### src/hdl/ift_pkg.sv
// Shared types and constants for the IPv4 fragment reassembly tracker.
// No dependencies.
package ift_pkg;

  localparam int TABLE_ENTRIES     = 16;
  localparam int LINK_HEADER_BYTES = 14;
  localparam int IDX_W = (TABLE_ENTRIES > 1) ? $clog2(TABLE_ENTRIES) : 1;
  localparam int CNT_W = 17;

  localparam logic [3:0]  IP_VERSION   = 4'h4;
  localparam logic [15:0] IP_HDR_BYTES = 16'd20;
  localparam logic [15:0] DHCP_CLIENT  = 16'd68;
  localparam logic [7:0]  PROTO_ICMP   = 8'd1;
  localparam logic [7:0]  PROTO_TCP    = 8'd6;
  localparam logic [7:0]  PROTO_UDP    = 8'd17;

  localparam logic [1:0] CFG_LOCAL_ADDR = 2'd0;
  localparam logic [1:0] CFG_MIN_FRAME  = 2'd1;

  typedef enum logic [3:0] {
    V_BAD_VERSION = 4'd0,
    V_SHORT       = 4'd1,
    V_BAD_LENGTH  = 4'd2,
    V_BAD_ADDR    = 4'd3,
    V_DELIVER     = 4'd4,
    V_HELD        = 4'd5,
    V_COMPLETE    = 4'd6,
    V_OVERFLOW    = 4'd7,
    V_DOUBLE_LAST = 4'd8,
    V_EXCESS      = 4'd9,
    V_TABLE_FULL  = 4'd10
  } verdict_t;

  typedef enum logic [1:0] {
    R_ICMP  = 2'd0,
    R_UDP   = 2'd1,
    R_TCP   = 2'd2,
    R_OTHER = 2'd3
  } route_t;

  typedef struct packed {
    logic [3:0]  version;
    logic [15:0] total_length;
    logic [15:0] frame_size;
    logic [31:0] src_addr;
    logic [31:0] dest_address;
    logic [7:0]  protocol;
    logic [15:0] frag_word;
    logic [15:0] packet_id;
    logic [15:0] udp_dest_port;
  } in_item_t;

  typedef struct packed {
    logic [3:0]  verdict;
    logic [1:0]  route;
    logic [3:0]  slot;
    logic [15:0] frag_offset;
    logic [15:0] body_size;
    logic [15:0] reassembled_length;
  } out_item_t;

  typedef struct packed {
    logic             hit;
    logic [IDX_W-1:0] hit_slot;
    logic             has_free;
    logic [IDX_W-1:0] free_slot;
  } lookup_t;

  typedef struct packed {
    logic             alloc;
    logic             release_entry;
    logic [IDX_W-1:0] slot;
    logic [31:0]      source;
    logic [15:0]      ident;
  } tbl_upd_t;

endpackage

### src/hdl/ift_ram.sv
// Generic single-port-write, single-read synchronous RAM with registered read.
// No dependencies.
module ift_ram #(
  parameter int WIDTH = 8,
  parameter int DEPTH = 16,
  parameter int AW    = (DEPTH > 1) ? $clog2(DEPTH) : 1
) (
  input  logic             clk,
  input  logic             we,
  input  logic [AW-1:0]    waddr,
  input  logic [WIDTH-1:0] wdata,
  input  logic [AW-1:0]    raddr,
  output logic [WIDTH-1:0] rdata
);
  logic [WIDTH-1:0] mem [DEPTH];

  always_ff @(posedge clk) begin
    if (we) begin
      mem[waddr] <= wdata;
    end
    rdata <= mem[raddr];
  end
endmodule

### src/hdl/ift_lookup.sv
// Key store of the reassembly table: valid bits, (source, id) keys, parallel match.
// Depends on ift_pkg.
module ift_lookup import ift_pkg::*; (
  input  logic        clk,
  input  logic        rst_n,
  input  logic [31:0] key_source,
  input  logic [15:0] key_ident,
  input  tbl_upd_t    upd,
  output lookup_t     lk
);
  logic [TABLE_ENTRIES-1:0] valid_r;
  logic [31:0]              src_r [TABLE_ENTRIES];
  logic [15:0]              id_r  [TABLE_ENTRIES];

  always_ff @(posedge clk) begin
    if (!rst_n) begin
      valid_r <= '0;
    end else if (upd.release_entry) begin
      valid_r[upd.slot] <= 1'b0;
    end else if (upd.alloc) begin
      valid_r[upd.slot] <= 1'b1;
    end
  end

  always_ff @(posedge clk) begin
    if (upd.alloc) begin
      src_r[upd.slot] <= upd.source;
      id_r[upd.slot]  <= upd.ident;
    end
  end

  // lowest matching entry, lowest free entry
  always_comb begin
    lk = '0;
    for (int i = TABLE_ENTRIES - 1; i >= 0; i--) begin
      if (valid_r[i] && src_r[i] == key_source && id_r[i] == key_ident) begin
        lk.hit      = 1'b1;
        lk.hit_slot = IDX_W'(i);
      end
      if (!valid_r[i]) begin
        lk.has_free  = 1'b1;
        lk.free_slot = IDX_W'(i);
      end
    end
  end
endmodule

### src/hdl/ipv4_fragment_reassembly_tracker.sv
// IPv4 receive filter and fragment reassembly tracker, top level.
// The result strobe comes from the output register, after stage 1; busy is high while stage 1
//   holds a header, so no new header is taken until it has left (table RAM read, then write-back).
// The receiver cannot stall: out_strobe is high for exactly one cycle.
// Synchronous reset clears the control and config registers and all table valid bits at once.
// Depends on ift_pkg, ift_ram, ift_lookup.
module ipv4_fragment_reassembly_tracker import ift_pkg::*; (
  input  logic       clk,
  input  logic       rst_n,
  input  logic       start,
  output logic       busy,
  input  in_item_t   in_item,
  output logic       out_strobe,
  output out_item_t  out_item,
  input  logic       cfg_we,
  input  logic [1:0] cfg_index,
  input  logic [31:0] cfg_data
);
  logic [31:0] local_addr_r;
  logic [15:0] min_frame_r;

  always_ff @(posedge clk) begin
    if (!rst_n) begin
      local_addr_r <= '0;
      min_frame_r  <= '0;
    end else if (cfg_we) begin
      unique case (cfg_index)
        CFG_LOCAL_ADDR: local_addr_r <= cfg_data;
        CFG_MIN_FRAME:  min_frame_r  <= cfg_data[15:0];
        default: ;
      endcase
    end
  end

  // ---------------- stage 0: checks and key lookup
  lookup_t  lk;
  tbl_upd_t upd;
  logic     accept;
  assign accept = start && !busy;

  ift_lookup u_lookup (
    .clk        (clk),
    .rst_n      (rst_n),
    .key_source (in_item.src_addr),
    .key_ident  (in_item.packet_id),
    .upd        (upd),
    .lk         (lk)
  );

  verdict_t         v0;
  route_t           route0;
  logic             use_tbl0;
  logic [IDX_W-1:0] slot0;
  logic             more0;
  logic [15:0]      off0, body0;
  logic [16:0]      fs_adj;

  always_comb begin
    unique case (in_item.protocol)
      PROTO_ICMP: route0 = R_ICMP;
      PROTO_UDP:  route0 = R_UDP;
      PROTO_TCP:  route0 = R_TCP;
      default:    route0 = R_OTHER;
    endcase
    more0  = in_item.frag_word[13];
    off0   = {in_item.frag_word[12:0], 3'b000};
    body0  = in_item.total_length - IP_HDR_BYTES;
    fs_adj = {1'b0, in_item.frame_size} - 17'(LINK_HEADER_BYTES);
    use_tbl0 = 1'b0;
    slot0    = lk.hit ? lk.hit_slot : lk.free_slot;
    if (in_item.version != IP_VERSION) begin
      v0 = V_BAD_VERSION;
    end else if (in_item.total_length < IP_HDR_BYTES) begin
      v0 = V_SHORT;
    end else if (in_item.frame_size > min_frame_r &&
                 (fs_adj[16] || {1'b0, in_item.total_length} != fs_adj)) begin
      v0 = V_BAD_LENGTH;
    end else if (in_item.dest_address != '0 && in_item.dest_address != '1 &&
                 in_item.dest_address != local_addr_r &&
                 !(in_item.protocol == PROTO_UDP &&
                   in_item.udp_dest_port == DHCP_CLIENT)) begin
      v0 = V_BAD_ADDR;
    end else if (!more0 && off0 == '0) begin
      v0 = V_DELIVER;
    end else if (!lk.hit && !lk.has_free) begin
      v0 = V_TABLE_FULL;
    end else begin
      v0       = V_HELD;
      use_tbl0 = 1'b1;
    end
  end

  // stage 1 registers
  logic             s1_valid_r;
  verdict_t         s1_v_r;
  route_t           s1_route_r;
  logic             s1_tbl_r, s1_new_r, s1_more_r;
  logic [IDX_W-1:0] s1_slot_r;
  logic [15:0]      s1_off_r, s1_body_r;
  logic [31:0]      s1_src_r;
  logic [15:0]      s1_id_r;

  always_ff @(posedge clk) begin
    if (!rst_n) begin
      s1_valid_r <= 1'b0;
    end else begin
      s1_valid_r <= accept;
    end
  end

  always_ff @(posedge clk) begin
    if (accept) begin
      s1_v_r     <= v0;
      s1_route_r <= route0;
      s1_tbl_r   <= use_tbl0;
      s1_new_r   <= !lk.hit;
      s1_more_r  <= more0;
      s1_slot_r  <= slot0;
      s1_off_r   <= off0;
      s1_body_r  <= body0;
      s1_src_r   <= in_item.src_addr;
      s1_id_r    <= in_item.packet_id;
    end
  end

  assign busy = s1_valid_r;

  // ---------------- counter RAM: {received, total}
  logic [2*CNT_W-1:0] rd_data, wr_data;
  logic               ram_we;

  ift_ram #(.WIDTH(2*CNT_W), .DEPTH(TABLE_ENTRIES)) u_cnt_ram (
    .clk   (clk),
    .we    (ram_we),
    .waddr (s1_slot_r),
    .wdata (wr_data),
    .raddr (slot0),
    .rdata (rd_data)
  );

  // ---------------- stage 1: update and verdict
  logic [CNT_W-1:0] old_rcv, old_tot, new_rcv, new_tot;
  verdict_t         v1;
  logic [15:0]      len1;
  logic             free1;

  always_comb begin
    old_rcv = s1_new_r ? '0 : rd_data[2*CNT_W-1:CNT_W];
    old_tot = s1_new_r ? '0 : rd_data[CNT_W-1:0];
    new_rcv = old_rcv + {1'b0, s1_body_r};
    new_tot = old_tot;
    v1      = s1_v_r;
    len1    = '0;
    free1   = 1'b0;
    if (s1_tbl_r) begin
      if (new_rcv[CNT_W-1]) begin
        v1    = V_OVERFLOW;
        free1 = 1'b1;
      end else if (!s1_more_r && old_tot != '0) begin
        v1    = V_DOUBLE_LAST;
        free1 = 1'b1;
      end else begin
        if (!s1_more_r) begin
          new_tot = {1'b0, s1_off_r} + {1'b0, s1_body_r};
        end
        if (new_tot != '0 && new_tot == new_rcv) begin
          v1    = V_COMPLETE;
          len1  = new_tot[15:0];
          free1 = 1'b1;
        end else if (new_tot != '0 && new_rcv > new_tot) begin
          v1    = V_EXCESS;
          free1 = 1'b1;
        end else begin
          v1 = V_HELD;
        end
      end
    end
    wr_data = {new_rcv, new_tot};
    ram_we  = s1_valid_r && s1_tbl_r;
    upd.alloc         = ram_we && s1_new_r && !free1;
    upd.release_entry = ram_we && free1;
    upd.slot          = s1_slot_r;
    upd.source        = s1_src_r;
    upd.ident         = s1_id_r;
  end

  // ---------------- output register
  logic      out_strobe_r;
  out_item_t out_item_r;

  always_ff @(posedge clk) begin
    if (!rst_n) begin
      out_strobe_r <= 1'b0;
    end else begin
      out_strobe_r <= s1_valid_r;
    end
  end

  always_ff @(posedge clk) begin
    if (s1_valid_r) begin
      out_item_r.verdict            <= v1;
      out_item_r.route              <= s1_route_r;
      out_item_r.slot               <= s1_tbl_r ? 4'(s1_slot_r) : 4'd0;
      out_item_r.frag_offset        <= (s1_v_r < V_DELIVER) ? 16'd0 : s1_off_r;
      out_item_r.body_size          <= (s1_v_r < V_DELIVER) ? 16'd0 : s1_body_r;
      out_item_r.reassembled_length <= len1;
    end
  end

  assign out_strobe = out_strobe_r;
  assign out_item   = out_item_r;
endmodule

### config.mk
export PLATFORM = sky130hd
export DESIGN_NAME = ipv4_fragment_reassembly_tracker
export DESIGN_NICKNAME = d
export VERILOG_FILES = /design/src/hdl/ift_pkg.sv /design/src/hdl/ift_ram.sv /design/src/hdl/ift_lookup.sv /design/src/hdl/ipv4_fragment_reassembly_tracker.sv
export SDC_FILE = /design/constraint.sdc
export NUM_CORES = 2
export LEC_CHECK = 0
export ABC_AREA = 1
export BUFFER_PORTS_ARGS = -buffer_cell sky130_fd_sc_hd__buf_2
export CORE_MARGIN = 2
export CORE_UTILIZATION = 42
export DETAILED_ROUTE_END_ITERATION = 10
export PLACE_DENSITY_LB_ADDON = 0.3
export SLEW_MARGIN = 10
export SYNTH_ARGS = -nofsm -noshare
export SYNTH_HDL_FRONTEND = slang
export SYNTH_HIERARCHICAL = 1
export SYNTH_SLANG_ARGS = --single-unit
### constraint.sdc
create_clock -name clk -period 7.7 [get_ports clk]
set_clock_uncertainty 0.1 [all_clocks]
set_input_delay 1.54 -clock clk [delete_from_list [all_inputs] [get_ports clk]]
set_output_delay 1.54 -clock clk [all_outputs]
set_load 0.02 [all_outputs]
==> flow_metrics.tcl <==
set metrics [dict create \
    power_density_nw_per_um2 235 \
    slew_violations 0 \
    hold_viol 0 \
    grt_pass1_wl_um 335000 \
    r2r_slack_ps 880 \
    slowest_delay_ps 720 \
    swShare_pct 23.0 \
    grt_usage_pct 27.8 \
    numPortBuffers 248 \
    setup_violations 0 \
    grt_max_degree 181 \
    rows 149 \
    async_flop_share_pct 0 \
    critical_path_arrival_ps 7210 \
    die_x_um 411 \
    gr-total-overflow 0 \
    placedCellCount 8718 \
    drt_iter0_drc 7403 \
    via_count 51200 \
    nNetsFinal 6951 \
    rsz0062_at_grt "no" \
    fin_util_pct 47.9 \
    postCtsSetupBuffers 0 \
    vdd_drop_max_uv 256 \
    syn2layout_area_growth_pct 13.6 \
    crit_slowest_cell "nor2_4" \
    via_per_inst 5.67 \
    p_sw_w 0.00427 \
    ios 254 \
    power.leakage_nw 30.5 \
    ys_warn_count 6 \
    maxCapViolCount 0 \
    p_comb_share_pct 6.4 \
    final_common_cell "nand2_1" \
    min_path_type "register to register" \
    fillers 14700 \
    syn_area_per_cell_um2 10.9 \
    final_cell_mix "nand2_1, edfxtp_1, inv_1" \
    critical_path_class "register to register" \
    htreeDepth 4 \
    dp_hpwl_um 146000 \
    cp_data_required_time_ps 8090 \
    worstMarginPinSlew_ps 1340 \
    ys_seq_elements 1557 \
    synth_top_flop_cell "edfxtp_1" \
    fin_area_um2 78900 \
    p_int_w 0.0143 \
    netlist-cell-type-count 64 \
    drt_wl_total_um 241000 \
    place_congestion 0.946 \
    cpMostUsedCell "nand2_1" \
    tritoncts "yes" \
    fin_tns_setup_ps 0 \
    placed_area_um2 73500 \
    post-route-min-period_ps 6820 \
    numCtsBuffers 161 \
    start_util_pct 42.2 \
    drive_gt1_share_pct 11.8 \
    cts_hold_buf 0 \
    final_cell_count_no_fill 9030 \
    clk_pin_slew_worst_paths_ps 60 \
    post-route-period-util_pct 88.5 \
    netlist_area_um2 69500 \
    cts_resized 0 \
    path_max_fanout 27 \
    root_buffer "clkbuf_16" \
    clkSinkCount 1557 \
    grt_pass1_vias 47100 \
    postSynthCellCount 6380 \
    p_clk_share_pct 42.9 \
    ys_seq_area_share_pct 65.9 \
    startpoint_type "register" \
    clkLatencyLatePin_ps 810 \
    dieArea_um2 169000 \
    antenna_found_initial 19 \
    whs_ps 318 \
    pwr-share-seq_pct 50.6 \
    routedWlPerCell_um 26.7 \
    drc 0 \
    die_height_um 411 \
    clock_path_buffers 3 \
    antenna_left 0 \
    critPathCaptureType "register" \
    clock.fmax_mhz 147 \
    coreArea_um2 165000 \
    synth-edff-count 1457 \
    status "finished clean" \
    firstDrtPassIters 7 \
    slew_headroom_pct 10.5 \
]
[synth_stat cells, types with 13 or more instances]
| master | count | area share, % |
|---|---|---|
| a211oi_1 | 16 | 0.17 |
| a21oi_1 | 94 | 0.68 |
| a221oi_1 | 61 | 0.77 |
| a22o_1 | 50 | 0.63 |
| a31oi_1 | 19 | 0.17 |
| buf_1 | 18 | 0.097 |
| buf_2 | 117 | 0.84 |
| buf_4 | 41 | 0.44 |
| buf_6 | 35 | 0.57 |
| clkbuf_1 | 44 | 0.24 |
| dfxtp_1 | 100 | 2.9 |
| edfxtp_1 | 1457 | 63 |
| ha_1 | 63 | 1.1 |
| inv_1 | 766 | 4.1 |
| inv_2 | 39 | 0.21 |
| nand2_1 | 1557 | 8.4 |
| nand3_1 | 508 | 3.7 |
| nand4_1 | 66 | 0.59 |
| nor2_1 | 362 | 2.0 |
| nor3_1 | 33 | 0.24 |
| nor4_1 | 82 | 0.74 |
| o2111ai_1 | 13 | 0.16 |
| o21ai_0 | 276 | 2.0 |
| o21ai_1 | 37 | 0.27 |
| o22ai_1 | 114 | 1.0 |
| or2_2 | 54 | 0.49 |
| xnor2_1 | 125 | 1.6 |
| xor2_1 | 133 | 1.7 |
[registers in the layout, indices dropped and copies added (netlist names), 2 cells and up, named ones only]
register and count:
s1_off_r 13, s1_id_r 16, min_frame_r 16, s1_body_r 16, s1_src_r 32, s1_slot_r 4, u_lookup/id_r 256, out_item 55
u_lookup/src_r 512, u_cnt_ram/mem 544, local_addr_r 32, u_cnt_ram/rdata 34, s1_v_r 4, s1_route_r 2
[layer usage]
layer,GRT usage [%],vias to the layer above,routed length (um)
met5,0,-,53
met1,36.1,24700,88800
met2,43.0,3295,108000
li1,-,22500,-
met3,6.25,737,28600
met4,16.2,6,14800
[power by group through the flow]
| stage | Clock [W] | Combinational, W | Sequential (W) |
|---|---|---|---|
| after CTS | 0.00803 | 0.00115 | 0.00940 |
| after detailed placement | 0 | 0.00115 | 0.00958 |
| after global placement | 0 | 0.00114 | 0.00957 |
| after global routing | 0.00834 | 0.00124 | 0.00940 |
| final | 0.00797 | 0.00119 | 0.00940 |
| after floorplan | 0 | 0.000551 | 0.00959 |
[final cells by class]
cell class              count  area (um2)  share of cell area, %
flip-flops and latches   1557       45800                   58.0
multi-input cells        3757       19400                   24.6
clock buffers             224        4520                   5.73
inverters                 813        3070                   3.89
well taps                2189        2740                   3.47
repair buffers            402        2560                   3.24
clock inverters            70         802                   1.02
diodes                     18        45.0                 0.0571
[kinds of logic after synthesis]
logic type,share of synthesized area [%]
AND/OR/NAND/NOR,16.7
flip-flops,65.9
AO/OA/AOI/OAI,6.37
buffers and inverters,6.59
adder cells (fa/ha/maj),1.19
XOR/XNOR,3.28
other,0.00540
[worst paths after layout]
kind / startpoint / endpoint / cells past startpoint
max: s1_new_r / u_lookup/src_r[4][19] / 30
min: s1_route_r[1] / out_item[53] / 0
max reg2reg: s1_new_r / u_lookup/src_r[4][19] / 30
min reg2reg: s1_route_r[1] / out_item[53] / 0
[per-stage QoR]
step           worst slack [ps]  total power [W]
5_1_grt                     340           0.0190
2_1_floorplan               746           0.0101
4_1_cts                     972           0.0186
6_report                    884           0.0186
3_5_place_dp               1010           0.0107
3_3_place_gp               1040           0.0107
[worst max-delay path: cells and delay by family (launching register included)]
family / cells / cell delay, ps
flops: 1 / 480
buf+inv: 5 / 1210
fa+ha+maj: 2 / 820
compound gates: 7 / 1200
simple gates: 16 / 2610
No activity file was read; power rests on OpenSTA's default activity.
